--- src/rtl/blpg_pkg.sv ---
// ----------------------------------------------------------------------------
// blpg_pkg: shared types and constants of the line pixel generator
// Register map, command codes, configuration and pixel-stage structs, and
// the color packing used for the framebuffer word.
// ----------------------------------------------------------------------------
package blpg_pkg;

  localparam int CURSOR_W        = 16;
  localparam int BYTES_PER_PIXEL = 4;
  localparam int PIX_SHIFT       = $clog2(BYTES_PER_PIXEL);
  localparam int SCREEN_W        = 13;
  localparam int STRIDE_W        = 16;
  localparam int ADDR_W          = 32;
  localparam int COLOR_W         = 24;
  localparam int WORD_W          = 32;
  localparam int CFG_INDEX_W     = 3;
  localparam int CFG_DATA_W      = 32;

  typedef enum logic [CFG_INDEX_W-1:0] {
    REG_SCREEN_WIDTH       = 3'd0,
    REG_SCREEN_HEIGHT      = 3'd1,
    REG_BASE_OFFSET        = 3'd2,
    REG_LINE_STRIDE        = 3'd3,
    REG_WINDOW_LOW_CORNER  = 3'd4,
    REG_WINDOW_HIGH_CORNER = 3'd5,
    REG_WINDOW_COLOR       = 3'd6
  } cfg_reg_t;

  typedef enum logic {
    OP_START = 1'b0,
    OP_TICK  = 1'b1
  } op_t;

  localparam logic [SCREEN_W-1:0] RESET_SCREEN_WIDTH  = 13'd640;
  localparam logic [SCREEN_W-1:0] RESET_SCREEN_HEIGHT = 13'd480;
  localparam logic [STRIDE_W-1:0] RESET_LINE_STRIDE   = 16'd2560;
  localparam logic [COLOR_W-1:0]  RESET_WINDOW_COLOR  = 24'h00FFFF;

  typedef struct packed {
    logic [SCREEN_W-1:0]        screen_width;
    logic [SCREEN_W-1:0]        screen_height;
    logic [ADDR_W-1:0]          base_offset;
    logic [STRIDE_W-1:0]        line_stride;
    logic signed [CURSOR_W-1:0] win_lo_x;
    logic signed [CURSOR_W-1:0] win_lo_y;
    logic signed [CURSOR_W-1:0] win_hi_x;
    logic signed [CURSOR_W-1:0] win_hi_y;
    logic [COLOR_W-1:0]         window_color;
  } cfg_t;

  // One traced pixel on its way to the address stage.
  typedef struct packed {
    logic                valid;
    logic                on;
    logic                last;
    logic [SCREEN_W-1:0] x;
    logic [SCREEN_W-1:0] y;
    logic [COLOR_W-1:0]  color;
  } pixel_t;

  // Red/green/blue in, blue/green/red/alpha-zero word out.
  function automatic logic [WORD_W-1:0] color_word(input logic [COLOR_W-1:0] rgb);
    color_word = {rgb[7:0], rgb[15:8], rgb[23:16], 8'h00};
  endfunction

endpackage

--- src/rtl/blpg_line_setup.sv ---
// ----------------------------------------------------------------------------
// blpg_line_setup: line command decode
// Classifies the endpoint deltas into one of eight octants, picks the trace
// origin and builds the deltas and initial error term of the trace.
// ----------------------------------------------------------------------------
module blpg_line_setup #(
  parameter int COORD_BITS = 16
) (
  input  logic signed [blpg_pkg::CURSOR_W-1:0] start_x,
  input  logic signed [blpg_pkg::CURSOR_W-1:0] start_y,
  input  logic signed [blpg_pkg::CURSOR_W-1:0] end_x,
  input  logic signed [blpg_pkg::CURSOR_W-1:0] end_y,
  output logic signed [blpg_pkg::CURSOR_W-1:0] org_x,
  output logic signed [blpg_pkg::CURSOR_W-1:0] org_y,
  output logic signed [blpg_pkg::CURSOR_W-1:0] stop_major,
  output logic        [COORD_BITS:0]           delta_major,
  output logic        [COORD_BITS:0]           delta_minor,
  output logic signed [COORD_BITS+3:0]         error_init,
  output logic                                 major_is_y,
  output logic                                 minor_negative
);
  import blpg_pkg::*;

  localparam int DW = COORD_BITS + 1;
  localparam int EW = COORD_BITS + 4;

  logic signed [COORD_BITS-1:0] ax, ay, bx, by;
  logic signed [DW-1:0]         dx, dy, ndx, ndy;
  logic                         dx_neg, dy_neg, dx_pos, dy_pos;
  logic [DW-1:0]                adx, ady;
  logic                         swap;
  logic signed [COORD_BITS-1:0] fx, fy, tx, ty;

  assign ax = start_x[COORD_BITS-1:0];
  assign ay = start_y[COORD_BITS-1:0];
  assign bx = end_x[COORD_BITS-1:0];
  assign by = end_y[COORD_BITS-1:0];

  assign dx  = DW'(bx) - DW'(ax);
  assign dy  = DW'(by) - DW'(ay);
  assign ndx = -dx;
  assign ndy = -dy;

  assign dx_neg = dx[DW-1];
  assign dy_neg = dy[DW-1];
  assign dx_pos = !dx_neg && (dx != ndx);
  assign dy_pos = !dy_neg && (dy != ndy);

  // Octant order 0..7; octants 3 to 6 trace from the second endpoint.
  always_comb begin
    swap           = 1'b0;
    major_is_y     = 1'b0;
    minor_negative = 1'b0;
    if (!dy_neg && (dy < dx)) begin
      swap = 1'b0;
    end else if (dx_pos && (dx <= dy)) begin
      major_is_y = 1'b1;
    end else if (!dx_pos && (dx > ndy)) begin
      major_is_y     = 1'b1;
      minor_negative = 1'b1;
    end else if (dy_pos && (dy <= ndx)) begin
      swap           = 1'b1;
      minor_negative = 1'b1;
    end else if (!dy_pos && (dy > dx)) begin
      swap = 1'b1;
    end else if (dx_neg && (dx >= dy)) begin
      swap       = 1'b1;
      major_is_y = 1'b1;
    end else if (!dx_neg && (dx < ndy)) begin
      swap           = 1'b1;
      major_is_y     = 1'b1;
      minor_negative = 1'b1;
    end else begin
      minor_negative = 1'b1;
    end
  end

  // After the octant fold both deltas are plain magnitudes.
  assign adx = dx_neg ? ndx : dx;
  assign ady = dy_neg ? ndy : dy;

  assign delta_major = major_is_y ? ady : adx;
  assign delta_minor = major_is_y ? adx : ady;
  assign error_init  = EW'({2'b00, delta_minor, 1'b0}) - EW'({3'b000, delta_major});

  assign fx = swap ? bx : ax;
  assign fy = swap ? by : ay;
  assign tx = swap ? ax : bx;
  assign ty = swap ? ay : by;

  assign org_x      = CURSOR_W'(fx);
  assign org_y      = CURSOR_W'(fy);
  assign stop_major = major_is_y ? CURSOR_W'(ty) : CURSOR_W'(tx);

endmodule

--- src/rtl/blpg_tracer.sv ---
// ----------------------------------------------------------------------------
// blpg_tracer: Bresenham step engine
// Holds the trace state, emits one pixel per tick into the pixel register
// with its on-screen and window tests, and advances the cursor.
// ----------------------------------------------------------------------------
module blpg_tracer #(
  parameter int COORD_BITS = 16
) (
  input  logic                                 clk,
  input  logic                                 rst,
  input  blpg_pkg::cfg_t                       cfg,
  input  logic                                 in_fire,
  input  blpg_pkg::op_t                        op,
  input  logic        [blpg_pkg::COLOR_W-1:0]  line_color,
  input  logic signed [blpg_pkg::CURSOR_W-1:0] org_x,
  input  logic signed [blpg_pkg::CURSOR_W-1:0] org_y,
  input  logic signed [blpg_pkg::CURSOR_W-1:0] stop_in,
  input  logic        [COORD_BITS:0]           dmaj_in,
  input  logic        [COORD_BITS:0]           dmin_in,
  input  logic signed [COORD_BITS+3:0]         error_in,
  input  logic                                 major_y_in,
  input  logic                                 minor_neg_in,
  input  logic                                 pix_ready,
  output blpg_pkg::pixel_t                     pix
);
  import blpg_pkg::*;

  localparam int DW = COORD_BITS + 1;
  localparam int EW = COORD_BITS + 4;

  logic signed [CURSOR_W-1:0] cursor_x, cursor_y, stop_major;
  logic signed [EW-1:0]       error_term;
  logic [DW-1:0]              delta_major, delta_minor;
  logic                       minor_negative, major_is_y, line_active;
  logic [COLOR_W-1:0]         draw_color;

  logic                       start_fire, tick_fire, last_now, on_now, inside_now, err_pos;
  logic signed [CURSOR_W-1:0] major_now, cursor_x_next, cursor_y_next, minor_step;
  logic signed [EW-1:0]       two_min, two_maj, error_next;
  logic                       line_active_next;

  assign start_fire = in_fire && (op == OP_START);
  assign tick_fire  = in_fire && (op == OP_TICK) && line_active;

  assign major_now = major_is_y ? cursor_y : cursor_x;
  assign last_now  = (major_now == stop_major);

  assign on_now = !cursor_x[CURSOR_W-1] && !cursor_y[CURSOR_W-1] &&
                  (cursor_x[CURSOR_W-2:0] < {2'b00, cfg.screen_width}) &&
                  (cursor_y[CURSOR_W-2:0] < {2'b00, cfg.screen_height});

  assign inside_now = (cursor_x > cfg.win_lo_x) && (cursor_x < cfg.win_hi_x) &&
                      (cursor_y > cfg.win_lo_y) && (cursor_y < cfg.win_hi_y);

  // Error update: subtract 2*dmajor on a minor step, always add 2*dminor.
  assign two_min    = EW'({2'b00, delta_minor, 1'b0});
  assign two_maj    = EW'({2'b00, delta_major, 1'b0});
  assign err_pos    = !error_term[EW-1] && (error_term != '0);
  assign error_next = error_term + two_min - (err_pos ? two_maj : EW'(0));
  assign minor_step = minor_negative ? CURSOR_W'(-1) : CURSOR_W'(1);

  always_comb begin
    cursor_x_next = cursor_x;
    cursor_y_next = cursor_y;
    if (major_is_y) begin
      cursor_y_next = cursor_y + CURSOR_W'(1);
      if (err_pos) begin
        cursor_x_next = cursor_x + minor_step;
      end
    end else begin
      cursor_x_next = cursor_x + CURSOR_W'(1);
      if (err_pos) begin
        cursor_y_next = cursor_y + minor_step;
      end
    end
  end

  always_comb begin
    line_active_next = line_active;
    if (start_fire) begin
      line_active_next = 1'b1;
    end else if (tick_fire && last_now) begin
      line_active_next = 1'b0;
    end
  end

  always_ff @(posedge clk) begin
    if (rst) begin
      line_active <= 1'b0;
      pix.valid   <= 1'b0;
    end else begin
      line_active <= line_active_next;
      if (pix_ready) begin
        pix.valid <= tick_fire;
      end
    end
  end

  always_ff @(posedge clk) begin
    if (start_fire) begin
      cursor_x       <= org_x;
      cursor_y       <= org_y;
      stop_major     <= stop_in;
      delta_major    <= dmaj_in;
      delta_minor    <= dmin_in;
      error_term     <= error_in;
      major_is_y     <= major_y_in;
      minor_negative <= minor_neg_in;
      draw_color     <= line_color;
    end else if (tick_fire) begin
      cursor_x   <= cursor_x_next;
      cursor_y   <= cursor_y_next;
      error_term <= error_next;
    end
    if (tick_fire) begin
      pix.on    <= on_now;
      pix.last  <= last_now;
      pix.x     <= cursor_x[SCREEN_W-1:0];
      pix.y     <= cursor_y[SCREEN_W-1:0];
      pix.color <= inside_now ? cfg.window_color : draw_color;
    end
  end

  a_start_arms: assert property (@(posedge clk) disable iff (rst)
    start_fire |=> line_active)
    else $error("line not armed after start command");

  a_last_disarms: assert property (@(posedge clk) disable iff (rst)
    (tick_fire && last_now) |=> !line_active)
    else $error("line still armed after its final pixel");

  a_pix_hold: assert property (@(posedge clk) disable iff (rst)
    (pix.valid && !pix_ready) |=> (pix.valid && $stable(pix)))
    else $error("pixel register changed while the address stage was full");

endmodule

--- src/rtl/blpg_pixel_out.sv ---
// ----------------------------------------------------------------------------
// blpg_pixel_out: address and word stage
// Turns a traced pixel into its framebuffer byte address and color word and
// holds the result until the consumer takes it.
// ----------------------------------------------------------------------------
module blpg_pixel_out (
  input  logic                            clk,
  input  logic                            rst,
  input  blpg_pkg::cfg_t                  cfg,
  input  blpg_pkg::pixel_t                pix,
  input  logic                            out_stall,
  output logic                            ready,
  output logic                            out_valid,
  output logic [blpg_pkg::ADDR_W-1:0]     pixel_address,
  output logic [blpg_pkg::WORD_W-1:0]     pixel_word,
  output logic                            write_enable,
  output logic                            last
);
  import blpg_pkg::*;

  logic [SCREEN_W+STRIDE_W-1:0] row_off;
  logic [ADDR_W-1:0]            addr_calc;

  assign ready     = !out_valid || !out_stall;
  assign row_off   = pix.y * cfg.line_stride;
  assign addr_calc = ADDR_W'(row_off) + ADDR_W'({pix.x, {PIX_SHIFT{1'b0}}}) +
                     cfg.base_offset;

  always_ff @(posedge clk) begin
    if (rst) begin
      out_valid <= 1'b0;
    end else if (ready) begin
      out_valid <= pix.valid;
    end
  end

  // Off-screen pixels carry zero address and word.
  always_ff @(posedge clk) begin
    if (ready && pix.valid) begin
      pixel_address <= pix.on ? addr_calc : '0;
      pixel_word    <= pix.on ? color_word(pix.color) : '0;
      write_enable  <= pix.on;
      last          <= pix.last;
    end
  end

  a_off_zero: assert property (@(posedge clk) disable iff (rst)
    (out_valid && !write_enable) |-> (pixel_address == '0 && pixel_word == '0))
    else $error("off-screen pixel carries a nonzero address or word");

endmodule

--- src/rtl/bresenham_line_pixel_generator.sv ---
// ----------------------------------------------------------------------------
// bresenham_line_pixel_generator: eight-octant line rasterizer
// Start commands arm a trace; every tick transfer yields one framebuffer pixel.
// ----------------------------------------------------------------------------
// A start transfer (op 0) latches both endpoints and the line color and yields
// no result; each following tick transfer (op 1) yields one pixel: its byte
// address x*4 + y*line_stride + base_offset, its color word, write_enable
// (low and address/word zero when off screen) and last on the final pixel.
// Ticks with no line armed are absorbed silently. The block takes one transfer
// per clock while in_stall is low: the Bresenham step closes over the trace
// registers, the row multiply sits in a second register stage, and a tick's
// pixel passes the pixel register, then the output register. Pixels stream
// out at one per clock while stall is low. Configuration writes take effect
// on the next clock and must happen only while no pixel is in flight.
// ----------------------------------------------------------------------------
module bresenham_line_pixel_generator #(
  parameter int COORD_BITS = 16
) (
  input  logic                                 clk,
  input  logic                                 rst,
  // configuration write port
  input  logic                                 cfg_write,
  input  logic [blpg_pkg::CFG_INDEX_W-1:0]     cfg_index,
  input  logic [blpg_pkg::CFG_DATA_W-1:0]      cfg_data,
  // command channel
  input  logic                                 in_valid,
  output logic                                 in_stall,
  input  logic                                 op,
  input  logic signed [blpg_pkg::CURSOR_W-1:0] start_x,
  input  logic signed [blpg_pkg::CURSOR_W-1:0] start_y,
  input  logic signed [blpg_pkg::CURSOR_W-1:0] end_x,
  input  logic signed [blpg_pkg::CURSOR_W-1:0] end_y,
  input  logic [blpg_pkg::COLOR_W-1:0]         line_color,
  // pixel channel
  output logic                                 out_valid,
  input  logic                                 out_stall,
  output logic [blpg_pkg::ADDR_W-1:0]          pixel_address,
  output logic [blpg_pkg::WORD_W-1:0]          pixel_word,
  output logic                                 write_enable,
  output logic                                 last
);
  import blpg_pkg::*;

  cfg_t   cfg;
  pixel_t pix;
  logic   out_ready, pix_ready, in_fire;

  logic signed [CURSOR_W-1:0] org_x, org_y, stop_major;
  logic [COORD_BITS:0]        delta_major, delta_minor;
  logic signed [COORD_BITS+3:0] error_init;
  logic                       major_is_y, minor_negative;

  // Configuration registers; writes to an unused index are dropped.
  always_ff @(posedge clk) begin
    if (rst) begin
      cfg.screen_width  <= RESET_SCREEN_WIDTH;
      cfg.screen_height <= RESET_SCREEN_HEIGHT;
      cfg.base_offset   <= '0;
      cfg.line_stride   <= RESET_LINE_STRIDE;
      cfg.win_lo_x      <= '0;
      cfg.win_lo_y      <= '0;
      cfg.win_hi_x      <= '0;
      cfg.win_hi_y      <= '0;
      cfg.window_color  <= RESET_WINDOW_COLOR;
    end else if (cfg_write) begin
      case (cfg_reg_t'(cfg_index))
        REG_SCREEN_WIDTH:       cfg.screen_width  <= cfg_data[SCREEN_W-1:0];
        REG_SCREEN_HEIGHT:      cfg.screen_height <= cfg_data[SCREEN_W-1:0];
        REG_BASE_OFFSET:        cfg.base_offset   <= cfg_data[ADDR_W-1:0];
        REG_LINE_STRIDE:        cfg.line_stride   <= cfg_data[STRIDE_W-1:0];
        REG_WINDOW_LOW_CORNER: begin
          cfg.win_lo_x <= cfg_data[31:16];
          cfg.win_lo_y <= cfg_data[15:0];
        end
        REG_WINDOW_HIGH_CORNER: begin
          cfg.win_hi_x <= cfg_data[31:16];
          cfg.win_hi_y <= cfg_data[15:0];
        end
        REG_WINDOW_COLOR:       cfg.window_color  <= cfg_data[COLOR_W-1:0];
        default: begin
        end
      endcase
    end
  end

  // Back-pressure: the pixel register advances when the output register is
  // free or being drained; hold commands only when both stages are full.
  assign pix_ready = !pix.valid || out_ready;
  assign in_stall  = !pix_ready;
  assign in_fire   = in_valid && !in_stall;

  blpg_line_setup #(
    .COORD_BITS(COORD_BITS)
  ) u_setup (
    .start_x        (start_x),
    .start_y        (start_y),
    .end_x          (end_x),
    .end_y          (end_y),
    .org_x          (org_x),
    .org_y          (org_y),
    .stop_major     (stop_major),
    .delta_major    (delta_major),
    .delta_minor    (delta_minor),
    .error_init     (error_init),
    .major_is_y     (major_is_y),
    .minor_negative (minor_negative)
  );

  blpg_tracer #(
    .COORD_BITS(COORD_BITS)
  ) u_tracer (
    .clk          (clk),
    .rst          (rst),
    .cfg          (cfg),
    .in_fire      (in_fire),
    .op           (op_t'(op)),
    .line_color   (line_color),
    .org_x        (org_x),
    .org_y        (org_y),
    .stop_in      (stop_major),
    .dmaj_in      (delta_major),
    .dmin_in      (delta_minor),
    .error_in     (error_init),
    .major_y_in   (major_is_y),
    .minor_neg_in (minor_negative),
    .pix_ready    (pix_ready),
    .pix          (pix)
  );

  blpg_pixel_out u_pixel_out (
    .clk           (clk),
    .rst           (rst),
    .cfg           (cfg),
    .pix           (pix),
    .out_stall     (out_stall),
    .ready         (out_ready),
    .out_valid     (out_valid),
    .pixel_address (pixel_address),
    .pixel_word    (pixel_word),
    .write_enable  (write_enable),
    .last          (last)
  );

endmodule
--- config.mk ---
export PLATFORM = sky130hd
export DESIGN_NAME = bresenham_line_pixel_generator
export DESIGN_NICKNAME = d
export VERILOG_FILES = /design/src/rtl/blpg_pkg.sv /design/src/rtl/blpg_line_setup.sv /design/src/rtl/blpg_tracer.sv /design/src/rtl/blpg_pixel_out.sv /design/src/rtl/bresenham_line_pixel_generator.sv
export SDC_FILE = /design/constraint.sdc
export NUM_CORES = 2
export LEC_CHECK = 0
export BUFFER_PORTS_ARGS = -buffer_cell sky130_fd_sc_hd__buf_2
export CORE_MARGIN = 5
export CORE_UTILIZATION = 35
export DETAILED_ROUTE_END_ITERATION = 6
export GPL_TIMING_DRIVEN = 0
export SLEW_MARGIN = 20
export SYNTH_ARGS = -nofsm -noshare
export SYNTH_HDL_FRONTEND = slang
export SYNTH_SLANG_ARGS = --single-unit
--- constraint.sdc ---
create_clock -name clk -period 11 [get_ports clk]
set_clock_uncertainty 0.05 [all_clocks]
set_input_delay 0 -clock clk [delete_from_list [all_inputs] [get_ports clk]]
set_output_delay 0 -clock clk [all_outputs]
set_load 0.005 [all_outputs]
==> impl_metrics.ini <==
[status]
status = finished, final reports clean

[clock_network]
cts_made_buffers = 47
cts_setup_buffers = 0
cts_buffer_depth = 3
cts-root-buf = clkbuf_16
insertion_delay_ns = 0.59
cts_tree = built
cts.sinks = 403
cts_max_level = 2
clkSlewWorstSetupHoldPaths_ns = 0.06

[die]
die-area_mm2 = 0.1016
die_h_um = 318.8
core-area_mm2 = 0.09487
ios = 197
fp-row-count = 113
die_x_um = 318.8
initial_core_util_pct = 35.18

[power]
p_int_mw = 4.409
leakagePower_nw = 17.15
p_per_area_mw_per_mm2 = 188.7
p_total_mw = 7.425
clockPowerShare_pct = 21.4
seq_power_share_pct = 27.3
p_sw_share_pct = 40.62
power.switching_mw = 3.016
ir_drop_v = 0.0001696
p_comb_share_pct = 51.3

[worst_setup_path]
cpPeakStageDelay_ns = 0.72
crit_required_ns = 11.23
cp-start-kind = input pin
arrival_ns = 10.38
cp-startpoint = end_x[0]
cp_top_family = compound AO/OA/AOI/OAI gates
cp_max_fo = 10
worst_setup_path_end_kind = flip-flop
crit_cells = 41
worstSetupPathType = input pin to flip-flop
rr_startpoint = u_tracer.pix[27]
reg2regPathDepth = 34
cp_slowest_cell = or4b_2
path_common_cell = o21ai_0
crit_buf_inv = 6

[flow_run]
drv_cap = 0

[timing]
holdWs_ns = 0.04920
fin_setup_tns_ns = 0
final_hold_viol_count = 0
slew_violations = 0
period_share_pct = 92.22
rsz0062_at_grt = no
timing.fmax_ghz = 0.09858
max-slew-margin-rel_pct = 26.76
layout_setup_ws_ns = 0.8562
max_slew.worst_pin.slew_ns = 1.095
setup_violations = 0
fin_crit_ns = 10.14

[routing]
wl_um = 101800
drcViolationCount = 0
post_drt_wl_per_cell_um = 18.77
num_vias = 27680
firstDrtPassIters = 6
ant_nets = 0
drt_iter0_drc = 2482
vias_per_cell = 5.105

[placed_design]
pre_cts_slack_ns = 0.2678
gp_congestion = 0.9155
post-dp-hpwl_um = 80290
io_buffers = 187
placed_area_mm2 = 0.03606
dp_cells = 5168

[yosys]
synthFlopType = edfxtp_1
synth_cell_type_count = 84
synth.avg_cell_area_um2 = 9.011
synth_most_common_cell = nand2_1
synthArstFlopShare_pct = 0
ys_ff_latch = 403
synth_largest_area_cell = edfxtp_1
netlist_top_cells_count = nand2_1 (547), inv_1 (472), ha_1 (357), a21oi_1 (319), edfxtp_1 (238)
synth_enable_flop_cells = 238
synth.top_cell.area_share_pct = 21.41
netlist_area_mm2 = 0.03338
synth_area_leaders = edfxtp_1 (21%), ha_1 (13%), fa_1 (11%), dfxtp_1 (9.9%), nand2_1 (6.2%)
synthCells = 3704
yosys_warnings = 0
ys_seq_area_share_pct = 31.31

[final_layout]
nNetsFinal = 4794
stdcell_area_mm2 = 0.03934
layout-drive-gt1-share_pct = 8.542
fillers = 9378
multi_input_area_mm2 = 0.02069
final_cells = 5423
seq_area_mm2 = 0.01045
fin_util_pct = 41.47
syn_to_final_growth_pct = 17.87

[global_route]
antenna_found_initial = 4
first_global_vias = 27310
grt_start_max_net_pins = 53
grt_remaining_overflow = 0
grt_use_total_pct = 19.42
grt_pass1_wl_um = 157300

[min_path]
hp-class = input pin to flip-flop
hold_depth = 3
min_from = end_y[3]
sequential cells by signal, indices dropped and copies added (netlist names):
register                   cells
u_tracer.delta_major          17
u_tracer.major_is_y            1
u_tracer.error_term           20
u_pixel_out.last               1
u_pixel_out.pixel_word        24
u_pixel_out.write_enable       1
u_tracer.pix                  53
u_tracer.cursor_y             16
u_pixel_out.pixel_address     32
cfg                          162
u_tracer.minor_negative        1
u_tracer.cursor_x             16
u_tracer.delta_minor          17
u_tracer.draw_color           24
u_tracer.stop_major           16
u_pixel_out.out_valid          1
u_tracer.line_active           1
power by group through the flow:
stage | clock network, mW | logic, mW | registers (mW)
6_report | 1.59 | 3.81 | 2.03
3_5_place_dp | 0 | 3.61 | 2.06
3_3_place_gp | 0 | 3.57 | 2.06
5_1_grt | 1.67 | 4.29 | 2.04
2_1_floorplan | 0 | 2.72 | 1.97
4_1_cts | 1.61 | 3.78 | 2.03
metal layers:
layer  vias up  routed length, µm  global-route usage, %
li1      13290                  -                      -
met1     13280              45680                  27.64
met2       947              46280                  31.72
met3       159               7062                  2.181
met4         2               2752                  4.974
met5         -                 13                      0
path summary, 6_finish.rpt:
kind | to | slack [ns]
worst max-delay path | u_tracer.error_term[16] | 0.86
worst min-delay path | u_tracer.cursor_y[3] | 0.05
worst max register to register | u_pixel_out.pixel_address[31] | 1.77
worst min register to register | cfg[76] | 0.40
what timing repair did:
item	in CTS	in global routing
hold endpoints to repair	251	0
hold buffers	166	0
setup endpoints to repair	0	5
resized for setup	0	9
worst min-delay path, stage by stage:
cell	delay, ns
buf_2	0.12
mux2i_1	0.20
a21oi_1	0.22
cell usage in the layout, fill, tap and decap left out, types with 13 or more instances in the layout:
| cell type | n |
|---|---|
| nor3_1 | 36 |
| nand4_1 | 31 |
| xnor2_1 | 118 |
| ha_1 | 357 |
| nor2_1 | 194 |
| o21a_1 | 20 |
| a31oi_1 | 15 |
| a21boi_0 | 27 |
| clkbuf_1 | 121 |
| clkbuf_16 | 48 |
| inv_1 | 471 |
| a21o_1 | 67 |
| a21oi_1 | 318 |
| buf_2 | 193 |
| mux2i_1 | 68 |
| nand2_1 | 547 |
| nand3b_1 | 20 |
| and2_1 | 155 |
| fa_1 | 190 |
| mux2_2 | 37 |
| nand2b_1 | 41 |
| xor2_1 | 56 |
| or3_1 | 21 |
| a211oi_1 | 33 |
| dfxtp_1 | 165 |
| edfxtp_1 | 238 |
| dlygate4sd3_1 | 166 |
| o21ai_0 | 120 |
| nor2b_1 | 38 |
| nor4_1 | 13 |
| nand3_1 | 33 |
area by class of cell:
| class | instances | share of cell area, % |
|---|---|---|
| multi-input combinational | 2703 | 52.61 |
| clock buffer | 57 | 3.165 |
| tap | 1265 | 4.023 |
| buffer | 132 | 1.371 |
| antenna | 2 | 0.01272 |
| clock inverter | 30 | 0.8556 |
| timing repair buffer | 358 | 6.873 |
| sequential | 403 | 26.56 |
| inverter | 473 | 4.529 |
logic make-up (layout without fill, tap and decap cells):
kind of cell    Yosys count  after routing  synth area share (%)
simple gates           1174           1174                 16.46
compound gates          693            693                 12.57
buf+inv                 605           1050                 6.917
fa+ha+maj               547            547                 24.78
flops                   403            403                 31.31
xor+xnor                175            175                 4.615
mux                     106            106                 3.333
other cells               1             10               0.01124
(Power assumes the default switching activity.)
